$ cat src/hdl/rau_pkg.sv
// Package for the rational arithmetic unit: widths, mode and order codes,
// request and result types, magnitude and saturation helpers.
// No dependencies.
package rau_pkg;

  localparam int OPERAND_WIDTH = 16;
  localparam int PROD_WIDTH    = 2 * OPERAND_WIDTH;
  localparam int SUM_WIDTH     = PROD_WIDTH + 1;
  localparam int RES_WIDTH     = 32;
  localparam int EXT_WIDTH     = 66;
  localparam int CNT_WIDTH     = $clog2(OPERAND_WIDTH + 1);
  localparam int SHIFT_WIDTH   = $clog2(OPERAND_WIDTH);

  localparam logic [2:0] MODE_ADD = 3'd0;
  localparam logic [2:0] MODE_SUB = 3'd1;
  localparam logic [2:0] MODE_MUL = 3'd2;
  localparam logic [2:0] MODE_DIV = 3'd3;
  localparam logic [2:0] MODE_CMP = 3'd4;
  localparam logic [2:0] MODE_RED = 3'd5;

  localparam logic [1:0] ORDER_LESS    = 2'd0;
  localparam logic [1:0] ORDER_EQUAL   = 2'd1;
  localparam logic [1:0] ORDER_GREATER = 2'd2;

  typedef struct packed {
    logic [2:0]                      mode;
    logic signed [OPERAND_WIDTH-1:0] lhs_num;
    logic signed [OPERAND_WIDTH-1:0] lhs_den;
    logic signed [OPERAND_WIDTH-1:0] rhs_num;
    logic signed [OPERAND_WIDTH-1:0] rhs_den;
  } rau_in_t;

  typedef struct packed {
    logic signed [RES_WIDTH-1:0] res_num;
    logic signed [RES_WIDTH-1:0] res_den;
    logic [1:0]                  order;
    logic                        overflow;
    logic                        zero_den;
  } rau_out_t;

  typedef struct packed {
    logic signed [RES_WIDTH-1:0] val;
    logic                        ovf;
  } sat_t;

  function automatic logic [OPERAND_WIDTH-1:0] mag(input logic signed [OPERAND_WIDTH-1:0] v);
    return v[OPERAND_WIDTH-1] ? OPERAND_WIDTH'(-v) : OPERAND_WIDTH'(v);
  endfunction

  function automatic sat_t sat_res(input logic signed [SUM_WIDTH-1:0] v);
    logic signed [EXT_WIDTH-1:0] e;
    sat_t r;
    e = EXT_WIDTH'(v);
    if (e > 66'sd2147483647) begin
      r.val = 32'sh7fffffff;
      r.ovf = 1'b1;
    end else if (e < -66'sd2147483648) begin
      r.val = 32'sh80000000;
      r.ovf = 1'b1;
    end else begin
      r.val = e[RES_WIDTH-1:0];
      r.ovf = 1'b0;
    end
    return r;
  endfunction

endpackage

$ cat src/hdl/rau_mul.sv
// Bit-serial signed multiplier: shift-add on magnitudes, one bit per cycle,
// sign fixed in a final step. Depends on rau_pkg.
module rau_mul import rau_pkg::*; (
  input  logic                           clk,
  input  logic                           rst,
  input  logic                           start,
  input  logic signed [OPERAND_WIDTH-1:0] x,
  input  logic signed [OPERAND_WIDTH-1:0] y,
  output logic                           done,
  output logic signed [PROD_WIDTH-1:0]   prod
);

  typedef enum logic [1:0] {M_IDLE, M_RUN, M_FIX} mstate_t;

  mstate_t                  state;
  logic [OPERAND_WIDTH-1:0] mx;
  logic [OPERAND_WIDTH-1:0] hi;
  logic [OPERAND_WIDTH-1:0] lo;
  logic                     neg;
  logic [CNT_WIDTH-1:0]     cnt;
  logic [OPERAND_WIDTH:0]   sum;

  assign sum = {1'b0, hi} + (lo[0] ? {1'b0, mx} : '0);

  always_ff @(posedge clk) begin
    if (rst) begin
      state <= M_IDLE;
      done  <= 1'b0;
    end else begin
      done <= (state == M_FIX);
      case (state)
        M_IDLE: begin
          if (start) begin
            mx    <= mag(x);
            lo    <= mag(y);
            hi    <= '0;
            neg   <= x[OPERAND_WIDTH-1] ^ y[OPERAND_WIDTH-1];
            cnt   <= '0;
            state <= M_RUN;
          end
        end
        M_RUN: begin
          {hi, lo} <= {sum, lo[OPERAND_WIDTH-1:1]};
          cnt      <= cnt + 1'b1;
          if (cnt == CNT_WIDTH'(OPERAND_WIDTH - 1)) state <= M_FIX;
        end
        M_FIX: begin
          prod  <= neg ? -$signed({hi, lo}) : $signed({hi, lo});
          state <= M_IDLE;
        end
        default: state <= M_IDLE;
      endcase
    end
  end

endmodule

$ cat src/hdl/rau_gcd.sv
// Binary gcd of two unsigned magnitudes, one halving or subtract step per
// cycle. First operand must be nonzero. Depends on rau_pkg.
module rau_gcd import rau_pkg::*; (
  input  logic                     clk,
  input  logic                     rst,
  input  logic                     start,
  input  logic [OPERAND_WIDTH-1:0] x_in,
  input  logic [OPERAND_WIDTH-1:0] y_in,
  output logic                     done,
  output logic [OPERAND_WIDTH-1:0] g
);

  typedef enum logic {G_IDLE, G_RUN} gstate_t;

  gstate_t                  state;
  logic [OPERAND_WIDTH-1:0] x;
  logic [OPERAND_WIDTH-1:0] y;
  logic [SHIFT_WIDTH-1:0]   k;

  always_ff @(posedge clk) begin
    if (rst) begin
      state <= G_IDLE;
      done  <= 1'b0;
    end else begin
      done <= (state == G_RUN) && (x == '0 || y == '0);
      case (state)
        G_IDLE: begin
          if (start) begin
            x     <= x_in;
            y     <= y_in;
            k     <= '0;
            state <= G_RUN;
          end
        end
        G_RUN: begin
          if (x == '0) begin
            g     <= y << k;
            state <= G_IDLE;
          end else if (y == '0) begin
            g     <= x << k;
            state <= G_IDLE;
          end else if (!x[0] && !y[0]) begin
            x <= x >> 1;
            y <= y >> 1;
            k <= k + 1'b1;
          end else if (!x[0]) begin
            x <= x >> 1;
          end else if (!y[0]) begin
            y <= y >> 1;
          end else if (x >= y) begin
            x <= (x - y) >> 1;
          end else begin
            y <= (y - x) >> 1;
          end
        end
        default: state <= G_IDLE;
      endcase
    end
  end

endmodule

$ cat src/hdl/rau_div.sv
// Restoring unsigned divider, one quotient bit per cycle.
// Divisor must be nonzero. Depends on rau_pkg.
module rau_div import rau_pkg::*; (
  input  logic                     clk,
  input  logic                     rst,
  input  logic                     start,
  input  logic [OPERAND_WIDTH-1:0] n,
  input  logic [OPERAND_WIDTH-1:0] d,
  output logic                     done,
  output logic [OPERAND_WIDTH-1:0] q
);

  typedef enum logic {D_IDLE, D_RUN} dstate_t;

  dstate_t                  state;
  logic [OPERAND_WIDTH-1:0] rem;
  logic [OPERAND_WIDTH-1:0] quo;
  logic [OPERAND_WIDTH-1:0] dv;
  logic [CNT_WIDTH-1:0]     cnt;
  logic [OPERAND_WIDTH:0]   t;
  logic [OPERAND_WIDTH:0]   diff;
  logic                     ge;

  assign t    = {rem, quo[OPERAND_WIDTH-1]};
  assign ge   = t >= {1'b0, dv};
  assign diff = t - {1'b0, dv};
  assign q    = quo;

  always_ff @(posedge clk) begin
    if (rst) begin
      state <= D_IDLE;
      done  <= 1'b0;
    end else begin
      done <= (state == D_RUN) && (cnt == CNT_WIDTH'(OPERAND_WIDTH - 1));
      case (state)
        D_IDLE: begin
          if (start) begin
            rem   <= '0;
            quo   <= n;
            dv    <= d;
            cnt   <= '0;
            state <= D_RUN;
          end
        end
        D_RUN: begin
          rem <= ge ? diff[OPERAND_WIDTH-1:0] : t[OPERAND_WIDTH-1:0];
          quo <= {quo[OPERAND_WIDTH-2:0], ge};
          cnt <= cnt + 1'b1;
          if (cnt == CNT_WIDTH'(OPERAND_WIDTH - 1)) begin
            state <= D_IDLE;
          end
        end
        default: state <= D_IDLE;
      endcase
    end
  end

endmodule

$ cat src/hdl/rational_arithmetic_unit.sv
// Rational arithmetic unit top level: sequencer over a bit-serial multiplier,
// binary gcd and serial divider. Depends on rau_pkg, rau_mul, rau_gcd, rau_div.
// Add, subtract and compare take three serial products; multiply and divide
// take two; reduce runs the gcd and then two serial divisions.
// One request in flight; the serial multiplier and gcd/divider set the time.
// Unused modes and zero-numerator reduce go from idle straight to the output state.
// Synchronous active-high reset clears sequencer and output valid.
module rational_arithmetic_unit import rau_pkg::*; (
  input  logic     clk,
  input  logic     rst,
  input  logic     in_valid,
  output logic     in_ready,
  input  rau_in_t  in_data,
  output logic     out_valid,
  input  logic     out_ready,
  output rau_out_t out_data
);

  typedef enum logic [3:0] {
    S_IDLE, S_MUL, S_MWAIT, S_CALC, S_GCD, S_GWAIT,
    S_DIVA, S_DWA, S_DIVB, S_DWB, S_RED, S_DONE
  } state_t;

  state_t                          state;
  rau_in_t                         req;
  logic [1:0]                      slot;
  logic signed [PROD_WIDTH-1:0]    p0;
  logic signed [PROD_WIDTH-1:0]    p1;
  logic signed [PROD_WIDTH-1:0]    p2;
  logic [OPERAND_WIDTH-1:0]        gval;
  logic [OPERAND_WIDTH-1:0]        qa;
  rau_out_t                        res;

  logic signed [OPERAND_WIDTH-1:0] mul_x;
  logic signed [OPERAND_WIDTH-1:0] mul_y;
  logic                            mul_done;
  logic signed [PROD_WIDTH-1:0]    mul_prod;
  logic                            gcd_done;
  logic [OPERAND_WIDTH-1:0]        gcd_g;
  logic                            div_done;
  logic [OPERAND_WIDTH-1:0]        div_q;
  logic [OPERAND_WIDTH-1:0]        ua;
  logic [OPERAND_WIDTH-1:0]        ub;
  logic [1:0]                      last_slot;
  rau_out_t                        calc_res;
  rau_out_t                        red_res;

  logic signed [SUM_WIDTH-1:0]     e0;
  logic signed [SUM_WIDTH-1:0]     e1;
  logic signed [SUM_WIDTH-1:0]     e2;
  logic signed [SUM_WIDTH-1:0]     nsum;
  logic signed [SUM_WIDTH-1:0]     qsum;
  logic signed [OPERAND_WIDTH:0]   rn;
  logic signed [OPERAND_WIDTH:0]   rd;
  sat_t                            sn;
  sat_t                            sq;
  sat_t                            srn;
  sat_t                            srd;

  assign in_ready = (state == S_IDLE);
  assign ua = mag(req.lhs_num);
  assign ub = mag(req.lhs_den);
  assign last_slot = (req.mode == MODE_MUL || req.mode == MODE_DIV) ? 2'd1 : 2'd2;

  always_comb begin
    case (slot)
      2'd0: begin
        mul_x = req.lhs_num;
        mul_y = (req.mode == MODE_MUL) ? req.rhs_num : req.rhs_den;
      end
      2'd1: begin
        if (req.mode == MODE_MUL) begin
          mul_x = req.lhs_den;
          mul_y = req.rhs_den;
        end else if (req.mode == MODE_DIV) begin
          mul_x = req.lhs_den;
          mul_y = req.rhs_num;
        end else begin
          mul_x = req.rhs_num;
          mul_y = req.lhs_den;
        end
      end
      default: begin
        mul_x = req.lhs_den;
        mul_y = req.rhs_den;
      end
    endcase
  end

  always_comb begin
    e0   = SUM_WIDTH'(p0);
    e1   = SUM_WIDTH'(p1);
    e2   = SUM_WIDTH'(p2);
    nsum = (req.mode == MODE_ADD) ? e0 + e1 :
           (req.mode == MODE_SUB) ? e0 - e1 : e0;
    qsum = (req.mode == MODE_ADD || req.mode == MODE_SUB) ? e2 : e1;
    sn   = sat_res(nsum);
    sq   = sat_res(qsum);
    calc_res = '0;
    if (req.mode == MODE_CMP) begin
      calc_res.order    = (p0 < p1) ? ORDER_LESS : (p0 == p1) ? ORDER_EQUAL : ORDER_GREATER;
      calc_res.zero_den = (p2 == '0);
    end else begin
      calc_res.res_num  = sn.val;
      calc_res.res_den  = sq.val;
      calc_res.overflow = sn.ovf | sq.ovf;
      calc_res.zero_den = (qsum == '0);
    end
  end

  always_comb begin
    rn  = req.lhs_num[OPERAND_WIDTH-1] ? -$signed({1'b0, qa}) : $signed({1'b0, qa});
    rd  = req.lhs_den[OPERAND_WIDTH-1] ? -$signed({1'b0, div_q}) : $signed({1'b0, div_q});
    srn = sat_res(SUM_WIDTH'(rn));
    srd = sat_res(SUM_WIDTH'(rd));
    red_res          = '0;
    red_res.res_num  = srn.val;
    red_res.res_den  = srd.val;
    red_res.overflow = srn.ovf | srd.ovf;
    red_res.zero_den = (rd == '0);
  end

  rau_mul u_mul (
    .clk   (clk),
    .rst   (rst),
    .start (state == S_MUL),
    .x     (mul_x),
    .y     (mul_y),
    .done  (mul_done),
    .prod  (mul_prod)
  );

  rau_gcd u_gcd (
    .clk   (clk),
    .rst   (rst),
    .start (state == S_GCD),
    .x_in  (ua),
    .y_in  (ub),
    .done  (gcd_done),
    .g     (gcd_g)
  );

  rau_div u_div (
    .clk   (clk),
    .rst   (rst),
    .start (state == S_DIVA || state == S_DIVB),
    .n     ((state == S_DIVB) ? ub : ua),
    .d     (gval),
    .done  (div_done),
    .q     (div_q)
  );

  always_ff @(posedge clk) begin
    if (rst) begin
      state     <= S_IDLE;
      out_valid <= 1'b0;
    end else begin
      if (out_valid && out_ready && state != S_DONE) out_valid <= 1'b0;
      case (state)
        S_IDLE: begin
          if (in_valid) begin
            req  <= in_data;
            slot <= 2'd0;
            if (in_data.mode == MODE_ADD || in_data.mode == MODE_SUB ||
                in_data.mode == MODE_MUL || in_data.mode == MODE_DIV ||
                in_data.mode == MODE_CMP) begin
              state <= S_MUL;
            end else if (in_data.mode == MODE_RED) begin
              if (in_data.lhs_num == '0) begin
                res   <= '{res_num: '0, res_den: 32'sd1, default: '0};
                state <= S_DONE;
              end else begin
                state <= S_GCD;
              end
            end else begin
              res   <= '0;
              state <= S_DONE;
            end
          end
        end
        S_MUL: state <= S_MWAIT;
        S_MWAIT: begin
          if (mul_done) begin
            case (slot)
              2'd0:    p0 <= mul_prod;
              2'd1:    p1 <= mul_prod;
              default: p2 <= mul_prod;
            endcase
            if (slot == last_slot) begin
              state <= S_CALC;
            end else begin
              slot  <= slot + 1'b1;
              state <= S_MUL;
            end
          end
        end
        S_CALC: begin
          res   <= calc_res;
          state <= S_DONE;
        end
        S_GCD: state <= S_GWAIT;
        S_GWAIT: begin
          if (gcd_done) begin
            gval  <= gcd_g;
            state <= S_DIVA;
          end
        end
        S_DIVA: state <= S_DWA;
        S_DWA: begin
          if (div_done) begin
            qa    <= div_q;
            state <= S_DIVB;
          end
        end
        S_DIVB: state <= S_DWB;
        S_DWB: begin
          if (div_done) state <= S_RED;
        end
        S_RED: begin
          res   <= red_res;
          state <= S_DONE;
        end
        S_DONE: begin
          if (!out_valid || out_ready) begin
            out_data  <= res;
            out_valid <= 1'b1;
            state     <= S_IDLE;
          end
        end
        default: state <= S_IDLE;
      endcase
    end
  end

endmodule

$ cat config.mk
export PLATFORM = sky130hd
export DESIGN_NAME = rational_arithmetic_unit
export DESIGN_NICKNAME = d
export VERILOG_FILES = /design/src/hdl/rau_pkg.sv /design/src/hdl/rau_mul.sv /design/src/hdl/rau_gcd.sv /design/src/hdl/rau_div.sv /design/src/hdl/rational_arithmetic_unit.sv
export SDC_FILE = /design/constraint.sdc
export NUM_CORES = 1
export LEC_CHECK = 0
export BUFFER_PORTS_ARGS = -buffer_cell sky130_fd_sc_hd__buf_4
export CORE_MARGIN = 3
export CORE_UTILIZATION = 47
export DETAILED_ROUTE_END_ITERATION = 6
export PLACE_DENSITY_LB_ADDON = 0.3
export SLEW_MARGIN = 30
export SYNTH_ARGS = -nofsm -noshare
export SYNTH_HDL_FRONTEND = slang
export SYNTH_SLANG_ARGS = --single-unit
$ cat constraint.sdc
create_clock -name clk -period 13.6 [get_ports clk]
set_input_delay 0.68 -clock clk [delete_from_list [all_inputs] [get_ports clk]]
set_output_delay 0.68 -clock clk [all_outputs]
set_load 0.01 [all_outputs]
=== Yosys cells after proc, flatten, opt, wreduce, memory -nomap -nowiden ===
Cells that the tools add are included.

* Multiplexer cells: 103
* $add $sub $neg: 17
* Order comparisons: 11
* Equal/unequal tests: 48
* Shifts and indexed selects: 2
* Bitwise logic cells: 7
* Reductions and logical operators: 56

{| class="wikitable"
|+ Operators with widths
! kind !! number
|-
| $mux W16 || 31
|-
| $mux W33 || 11
|-
| $mux W68 || 4
|-
| $pmux W16 S2 || 8
|-
| $pmux W68 S3 || 1
|-
| $gt A33 B32 Y1 const B || 2
|-
| $lt A33 B32 Y1 const B || 2
|-
| $gt A17 B32 Y1 const B || 2
|-
| $lt A17 B32 Y1 const B || 2
|-
| $mux W64 || 1
|-
| $neg A16 Y16 || 4
|-
| $mux W4 || 13
|-
| $logic_not A16 Y1 || 3
|-
| $sub A16 B16 Y16 || 3
|-
| $pmux W4 S11 || 1
|-
| $mux W17 || 2
|-
| $neg A16 Y17 || 2
|-
| $add A32 B32 Y33 || 1
|-
| $logic_not A33 Y1 || 1
|-
| $sub A32 B32 Y33 || 1
|-
| $eq A32 B32 Y1 || 1
|-
| $logic_not A32 Y1 || 1
|-
| $lt A32 B32 Y1 || 1
|-
| $mux W32 || 1
|-
| other kinds (50) || 145
|}

* Input port bits: 71
* Logic and storage cells: 290
* Bits in registers: 536

=== Logic depth before layout (Yosys ltp) ===
Gate-level depths: netlist of run 1.

* Word-level depth: 9
* Depth in mapped cells: 15

=== Modules after synthesis ===
Synthesis of run 1 repeated with hierarchy kept, for this count alone.

* Cell total of the unflattened synthesis: 2945
* Area, all modules: 31756.7 um^2

{| class="wikitable"
|+ By module, submodules not included
! module !! instances !! cells an instance !! sequential area each (um^2) !! area an instance (um^2)
|-
| rational_arithmetic_unit || 1 || 1695 || 10099.7 || 18799.3
|-
| rau_mul || 1 || 456 || 2642.5 || 5175.0
|-
| rau_gcd || 1 || 510 || 1601.5 || 4604.4
|-
| rau_div || 1 || 284 || 1631.6 || 3178.0
|}

=== Worst setup path before layout of run 1 ===
Ideal clock, no wire load.

* Path kind: in2reg
* Start point: in rst
* End point: reg req[0] in the netlist's numbering, enable pin
* Buffers on the path: 2
* Arrival: 6.010 ns
* Required time: 13.012 ns
* Cell stages on the path: 3
* Library setup time: 0.588 ns
* Setup slack: 7.002 ns
* Path through: clkbuf_1 buf_1 nor3b_1

* Cells in the longest elaborated chain, start to end: 2

{| class="wikitable"
|+ RTL lines
! item !! RTL line !! text
|-
| start: declaration || rational_arithmetic_unit.sv:10 || <nowiki>input logic rst,</nowiki>
|-
| $not A1 Y1 (no line) || -- ||
|-
| $reduce_and A3 Y1 (no line) || -- ||
|-
| end signal: assignment || rational_arithmetic_unit.sv:162 || <nowiki>req <= in_data;</nowiki>
|-
| end: declaration || rational_arithmetic_unit.sv:25 || <nowiki>rau_in_t req;</nowiki>
|}

Every way passes these cells.
A chain may end at the register's enable or synchronous reset.

=== Final worst setup path of run 1 ===
* Start point: reg p1[4]
* End point: reg res[53] in the netlist's numbering (data pin)

* Cells in the longest elaborated chain, start to end: 8

{| class="wikitable"
|+ RTL lines
! item !! RTL line !! text
|-
| start: declaration || rational_arithmetic_unit.sv:28 || <nowiki>logic signed [PROD_WIDTH-1:0] p1;</nowiki>
|-
| start signal: assignment || rational_arithmetic_unit.sv:186 || <nowiki>2'd1: p1 <= mul_prod;</nowiki>
|-
| $sub A32 B32 Y33 || rational_arithmetic_unit.sv:95 || <nowiki>(req.mode == MODE_SUB) ? e0 - e1 : e0;</nowiki>
|-
| $mux W33 || rational_arithmetic_unit.sv:95 ||
|-
| $mux W33 (*) || rational_arithmetic_unit.sv:94 || <nowiki>nsum = (req.mode == MODE_ADD) ? e0 + e1 :</nowiki>
|-
| $lt A33 B32 Y1 || rau_pkg.sv:57 || <nowiki>end else if (e < -66'sd2147483648) begin</nowiki>
|-
| $mux W33 || rau_pkg.sv:57 ||
|-
| $mux W33 (*) || rau_pkg.sv:54 || <nowiki>if (e > 66'sd2147483647) begin</nowiki>
|-
| $mux W64 (*) || rational_arithmetic_unit.sv:100 || <nowiki>if (req.mode == MODE_CMP) begin</nowiki>
|-
| $pmux W68 S3 (*) || rational_arithmetic_unit.sv:159 || <nowiki>case (state)</nowiki>
|-
| end signal: assignment || rational_arithmetic_unit.sv:198 || <nowiki>res <= calc_res;</nowiki>
|-
| end signal: assignment || rational_arithmetic_unit.sv:220 || <nowiki>res <= red_res;</nowiki>
|-
| end: declaration || rational_arithmetic_unit.sv:32 || <nowiki>rau_out_t res;</nowiki>
|}

Mark *: on every way between the ends. The rest lies on a longest branch, timed or not.

==> flow_metrics.py, run 1 <==
metrics = {
    "run_status": {
        "status": "finished, violations left",
        "violations": "design-rule violations",
    },
    "synthesis": {
        "ys_warn_count": 0,
        "synth_top_family_by_area": "compound AO/OA/AOI/OAI gates",
        "synthCells": 2861,
        "syn_avg_cell_area_um2": 10.7,
        "syn_area_um2": 30600,
        "synth_nets": 3083,
        "synthAdderAreaFrac": 0.0631,
        "synth_compound_area_frac": 0.162,
        "synth-seq-cells": 536,
        "synth_cell_types": 85,
        "synth-simple-area-share": 0.129,
        "ys.flop_type": "edfxtp_1",
        "synth.area.mux_share": 0.0314,
        "async_flop_share": 0,
        "ys_seq_area_frac": 0.522,
        "synth_edf_count": 524,
        "synth_xor_area_frac": 0.0518,
    },
    "clock_network": {
        "cts_tree": "built",
        "numCtsBuffers": 55,
        "cts-root-buf": "clkbuf_16",
        "cts_buffer_depth": 3,
        "postCtsSetupRepairBufs": 0,
        "clk_pin_slew_worst_paths_ps": 70,
        "clk_latency_ps": 630,
        "ctsHoldBuffers": 0,
        "post_cts_resized": 0,
        "ctsHtreeMaxLevel": 2,
        "clkSinkCount": 536,
    },
    "min_path": {
        "hold_depth": 1,
        "hold_end": "req[9]",
        "hp-class": "in2reg",
        "worstHoldStart": "in_data[9]",
    },
    "grt": {
        "grt_pass1_vias": 22000,
        "grt_overflow": 0,
        "grt_pass1_wl_um": 129000,
        "grt_max_degree": 69,
        "antenna_found_initial": 0,
        "grt_usage": 0.243,
    },
    "floorplan": {
        "die_y_um": 261,
        "ios": 141,
        "core_area_um2": 63800,
        "start_util": 0.480,
        "dieWidth_um": 261,
        "dieArea_um2": 68300,
        "rows": 92,
    },
    "timing": {
        "hold_viol": 0,
        "fin_skew_ps": 19.1,
        "worstMarginPinSlew_ps": 981,
        "slew_violations": 0,
        "rsz0062_at_grt": "no",
        "finalSetupViolations": 0,
        "fmax_mhz": 217,
        "setup_tns_ps": 0,
        "fin_crit_sh": 0.339,
        "fin_crit_ps": 4620,
        "fin_ws_ps": 8980,
        "maxSlewHeadroom": 0.341,
        "hold_slack_ps": 230,
    },
    "worst_setup_path": {
        "criticalPathCategory": "reg2reg",
        "start_kind": "flip-flop",
        "rr_worst_depth": 12,
        "r2r_slack_ps": 8980,
        "r2r-end": "res[53]",
        "r2r-start": "p1[4]",
        "crit_path_top_delay_cell": "a2111o_1",
        "crit_arrival_ps": 5010,
        "crit_path_max_fanout": 28,
        "max_stage_delay_ps": 560,
        "path_common_cell": "inv_1",
        "crit_chain": "inv_1 -> ha_1 -> inv_1 -> a2111oi_2 -> a211oi_1 -> a211oi_2 -> a311oi_2 -> a221oi_2 -> mux2i_1 -> a31oi_4 -> a2111o_1 -> a21o_1",
        "cp-end-kind": "flip-flop",
        "required_ps": 13990,
        "critical_path.top_delay_family": "compound AO/OA/AOI/OAI gates",
        "cp_num_buf_inv": 2,
    },
    "routing": {
        "drc": 2,
        "routedWlPerCell_um": 21.9,
        "routed_wl_um": 84100,
        "via_per_inst": 5.99,
        "route.antenna.remaining_nets": 0,
        "vias": 23000,
        "first_pass_iters": 7,
        "drt-initial-drc-count": 2197,
    },
    "power": {
        "cellInternalPower_mw": 3.74,
        "vdd_drop_max_uv": 118,
        "p_sw_mw": 1.89,
        "switching_share": 0.336,
        "power_mw": 5.63,
        "power.share.sequential": 0.412,
        "p_leak_nw": 12.9,
        "pwr_density_cell_nw_per_um2": 163,
        "combPwrFrac": 0.295,
        "pwr-share-clk": 0.293,
    },
    "final_layout": {
        "seq_area_um2": 16000,
        "antenna_cells": 0,
        "fillers": 5539,
        "final_common_cell": "edfxtp_1",
        "layout_common_cells": "edfxtp_1, nand2_1, a21oi_1",
        "area_growth_pct": 12.7,
        "layoutNonFillerInstCount": 3841,
        "drive_gt1_frac": 0.107,
        "nets": 3170,
        "multi_input_area_um2": 13500,
    },
    "placement": {
        "dp.cells": 3735,
        "pre_cts_ws_ps": 9080,
        "gp_congestion": 0.928,
        "io_buffers": 140,
        "hpwlAfterDp_um": 63300,
    },
    "job": {
        "max_cap_violations": 0,
    },
}
[power groups by stage]
stage | Sequential [mW] | Clock (mW) | Combinational [mW]
after detailed placement | 2.35 | 0 | 1.64
after global placement | 2.34 | 0 | 1.59
after global routing | 2.34 | 1.74 | 1.84
after CTS | 2.32 | 1.68 | 1.64
final | 2.32 | 1.65 | 1.66
after floorplan | 2.26 | 0 | 1.25
[cell type report]
cell class                      count  area share
Tap cell                          846      0.0307
Sequential cell                   536       0.463
Clock inverter                     44      0.0167
Clock buffer                       60      0.0410
Inverter                          179      0.0195
Multi-Input combinational cell   2000       0.391
Timing Repair Buffer              176      0.0385
[state kept, by name (all words and copies together) (netlist names), 4 cells and up]
name        count
out_data       68
res            68
req            67
p0             32
p1             32
p2             32
u_mul.prod     32
gval           16
qa             16
u_div.dv       16
u_div.q        16
u_div.rem      16
u_gcd.g        16
u_gcd.x        16
u_gcd.y        16
u_mul.hi       16
u_mul.lo       16
u_mul.mx       16
u_div.cnt       5
u_mul.cnt       5
state           4
u_gcd.k         4
[how the worst max path moves through the flow]
stage,start,to,slack (ps),cells past startpoint
after floorplan,rst,req[0],7000,3
after global placement,p1[4],res[53],9210,12
after detailed placement,p1[4],res[53],9080,12
after CTS,p1[4],res[53],9060,12
after global routing,p1[4],res[53],8700,12
final,p1[4],res[53],8980,12
[cell usage after synthesis, types with 16 or more instances]
master,count,area [µm²]
o22ai_1,24,150
a21o_1,37,278
o21bai_1,18,135
nor2b_1,49,307
xor2_1,62,543
mux2i_1,86,861
nor3_1,58,290
a21oi_1,227,1140
a221oi_1,16,140
nor4_1,45,282
o31ai_1,39,293
nor2_1,184,691
and2_1,37,231
ha_1,145,1810
inv_1,176,661
or3_1,38,238
nand2_1,229,860
xnor2_1,119,1040
buf_1,16,60.1
a31oi_1,24,150
nand4_1,20,125
o21ai_0,196,981
a221o_1,16,160
a22oi_1,16,120
a211oi_1,20,150
edfxtp_1,524,15700
clkbuf_1,115,432
nand2b_1,25,156
nand3_1,33,165
[layer usage]
metal,up-vias,global-route usage,part of all wire,routed length [µm]
met5,-,0,0,0
met4,0,0.0679,0.028,2370
met3,140,0.0308,0.070,5920
met2,959,0.378,0.44,37300
met1,11100,0.359,0.46,38500
li1,10800,-,-,-
[logic make-up (layout without fill, tap and decap cells)]
family | count (synthesis) | in the layout
compound gates | 776 | 776
simple gates | 798 | 798
mux | 94 | 94
xor+xnor | 181 | 181
fa+ha+maj | 151 | 151
buf+inv | 325 | 459
flops | 536 | 536
[stage by stage]
step | cell area (µm²) | util
final | 34500 | 0.541
after global routing | 34500 | 0.541
after CTS | 34500 | 0.541
after detailed placement | 32500 | 0.510
after global placement | 32500 | 0.510
after floorplan | 30600 | -
No activity file was read; power rests on OpenSTA's default activity.
==> run 2, diff against run 1 <==
--- a/config.mk
+++ b/config.mk
@@ -5,6 +5,7 @@
 export SDC_FILE = /design/constraint.sdc
 export NUM_CORES = 1
 export LEC_CHECK = 0
+export ABC_AREA = 1
 export BUFFER_PORTS_ARGS = -buffer_cell sky130_fd_sc_hd__buf_4
 export CORE_MARGIN = 3
 export CORE_UTILIZATION = 47
==> constraint.sdc (replaced) <==
create_clock -name clk -period 4.3 [get_ports clk]
set_input_delay 0.215 -clock clk [delete_from_list [all_inputs] [get_ports clk]]
set_output_delay 0.215 -clock clk [all_outputs]
set_load 0.01 [all_outputs]
==> run 2 against run 1 <==
The run still ends with design-rule violations left. Wire length is 11% higher. First-iteration DRC count is 30% higher. Clock-buffer cell count is 9 higher. Sequential cell count stayed put. Sequential share of layout area is 3.3 points lower. Non-clock buffer count is 85 higher. Critical path type unchanged. Largest cell class unchanged.
==> flow_metrics.py, run 2 <==
metrics = {
    "grt": {
        "grt_pass1_wl_um": 142000,
        "grt_usage": 0.253,
        "antenna_found_initial": 1,
        "grt_overflow": 0,
        "grt_max_degree": 69,
        "grt_pass1_vias": 25100,
    },
    "synthesis": {
        "syn_area_um2": 32500,
        "ys_seq_area_frac": 0.491,
        "ys_warn_count": 0,
        "synth-seq-cells": 536,
        "synth_edf_count": 524,
        "synth_cell_types": 60,
        "syn_avg_cell_area_um2": 8.57,
        "synthCells": 3794,
        "synth_nets": 4016,
        "synth_area_leaders": "edfxtp_1, nand2_1, ha_1, inv_1, o21ai_0",
        "ys.flop_type": "edfxtp_1",
        "yosys.area.top_type": "edfxtp_1",
        "synth_common_cells": "nand2_1, edfxtp_1, inv_1",
        "yosysMostFrequentCell": "nand2_1",
        "synth_top_cell_area_share": 0.484,
        "async_flop_share": 0,
    },
    "run_status": {
        "violations": "design-rule violations",
        "status": "finished, violations left",
    },
    "floorplan": {
        "core_area_um2": 67900,
        "dieArea_um2": 72300,
        "die_y_um": 269,
        "rows": 95,
        "start_util": 0.479,
        "ios": 141,
        "dieWidth_um": 269,
    },
    "min_path": {
        "hold_end": "res[12]",
        "hp-class": "in2reg",
        "worstHoldStart": "in_valid",
        "hold_depth": 3,
    },
    "timing": {
        "maxSlewHeadroom": 0.362,
        "rsz0062_at_grt": "no",
        "worstMarginPinSlew_ps": 946,
        "hold_viol": 0,
        "fin_ws_ps": 921,
        "slew_violations": 0,
        "fin_skew_ps": 25.8,
        "fin_crit_ps": 3380,
        "setup_tns_ps": 0,
        "fin_crit_sh": 0.786,
        "finalSetupViolations": 0,
        "fmax_mhz": 296,
        "hold_slack_ps": 219,
    },
    "placement": {
        "io_buffers": 140,
        "dpl-instance-area_um2": 34600,
        "pre_cts_ws_ps": 963,
        "gp_congestion": 1.01,
        "hpwlAfterDp_um": 71900,
    },
    "power": {
        "pwr_density_cell_nw_per_um2": 458,
        "power_mw": 17.0,
        "vdd_drop_max_uv": 433,
        "p_leak_nw": 15.6,
    },
    "worst_setup_path": {
        "cp-end-kind": "flip-flop",
        "critPathLaunch": "u_gcd.x[0]",
        "required_ps": 4620,
        "r2r-start": "u_gcd.x[0]",
        "start_kind": "flip-flop",
        "crit_arrival_ps": 3700,
        "crit_path_max_fanout": 15,
        "r2r-end": "u_gcd.x[7]",
        "rr_worst_depth": 14,
        "criticalPathCategory": "reg2reg",
        "r2r_slack_ps": 920,
    },
    "routing": {
        "wl_met2_um": 41800,
        "via_per_inst": 5.54,
        "dr_wl_met3_um": 7710,
        "first_pass_iters": 7,
        "route.antenna.remaining_nets": 0,
        "routedWlPerCell_um": 18.8,
        "drt-initial-drc-count": 2857,
        "top_layer_used": "met5",
        "wl_met1_um": 40800,
        "vias": 27400,
        "drc": 1,
        "routed_wl_um": 93100,
    },
    "clock_network": {
        "numCtsBuffers": 56,
        "clkSinkCount": 536,
        "cts_buffer_depth": 3,
        "post_cts_resized": 0,
        "clk_pin_slew_worst_paths_ps": 60,
        "clk_latency_ps": 640,
        "cts-root-buf": "clkbuf_16",
        "ctsHtreeMaxLevel": 2,
        "cts_tree": "built",
    },
    "final_layout": {
        "antenna_cells": 0,
        "final_cell_area_um2": 37200,
        "seq_area_um2": 16000,
        "multi_input_area_um2": 14100,
        "fillers": 6041,
        "drive_gt1_frac": 0.0869,
        "nets": 4206,
        "largestRegisters": "out_data (68), res (68), req (67)",
        "final_common_cell": "nand2_1",
        "area_growth_pct": 14.3,
        "layout_common_cells": "nand2_1, edfxtp_1, inv_1",
    },
    "job": {
        "max_cap_violations": 0,
    },
}
==> run 2: cell count changes in the layout (fill, tap and decap cells not counted), sizes merged, moves of 37 or more <==
| cell | previous run | this run |
|---|---|---|
| nor2 | 186 | 344 |
| inv | 180 | 495 |
| and2 | 38 | 1 |
| o21ai | 201 | 306 |
| dlygate4sd3 | 0 | 70 |
| nand2 | 229 | 826 |
| xor2 | 62 | 111 |
| a21oi | 227 | 303 |
| nand3 | 33 | 269 |
| xnor2 | 119 | 26 |
| mux2i | 86 | 0 |
| or3 | 41 | 0 |
| nor2b | 49 | 0 |
==> run 2: repair_timing <==
item | in CTS | in global routing
hold buffers | 70 | 0
setup buffers | 0 | 0
endpoints found under the hold margin | 74 | 0
setup endpoints to repair | 0 | 0
==> run 2: power by group <==
group | switching [mW] | internal, mW
Clock | 2.07 | 2.80
Sequential | 0.421 | 6.61
Combinational | 3.51 | 1.63
==> run 2: critical path, stage by stage, from the launching register on <==
cell and delay [ps]:
edfxtp_1 420, inv_1 190, ha_1 300, fa_1 470
o21ai_0 330, nand2_1 80, nand2_1 170, nand2_1 70
nand3_1 80, buf_4 210, inv_1 150, a21oi_1 150
nor3_1 60, nor2_1 90, buf_4 260
==> run 2: worst max-delay path by stage <==
stage | slack [ps] | to | cells after the start
2_1_floorplan | -430 | req[0] | 3
3_3_place_gp | 950 | u_gcd.x[13] | 14
3_5_place_dp | 960 | u_gcd.x[12] | 14
4_1_cts | 940 | u_gcd.x[7] | 14
5_1_grt | 530 | u_mul.lo[10] | 17
6_report | 920 | u_gcd.x[7] | 14
==> run 2: metrics by stage <==
stage,std cells,util
2_1_floorplan,3794,-
3_3_place_gp,4777,0.510
3_5_place_dp,4777,0.510
4_1_cts,4950,0.547
5_1_grt,4950,0.547
6_report,4950,0.547
==> run 2: cell families (layout without fill, tap and decap cells) <==
| family | count (synthesis) | count (layout) | synth area share |
|---|---|---|---|
| AND/OR/NAND/NOR | 1582 | 1582 | 0.206 |
| AO/OA/AOI/OAI | 761 | 761 | 0.131 |
| buffers and inverters | 627 | 862 | 0.0758 |
| flip-flops | 536 | 536 | 0.491 |
| adder cells (fa/ha/maj) | 151 | 151 | 0.0595 |
| XOR/XNOR | 137 | 137 | 0.0369 |
==> run 2: layout make-up <==
cell class / count / share of cell area
flip-flops and latches: 536 / 0.430
multi-input cells: 2631 / 0.380
repair buffers: 261 / 0.0581
inverters: 498 / 0.0504
clock buffers: 69 / 0.0393
well taps: 921 / 0.0310
clock inverters: 34 / 0.0108
==> run 2: layer usage <==
metal  vias to the layer above  track usage
met1                     12800        0.360
met4                         2       0.0758
li1                      13200            -
met3                       166       0.0371
met2                      1214        0.404
met5                         -            0
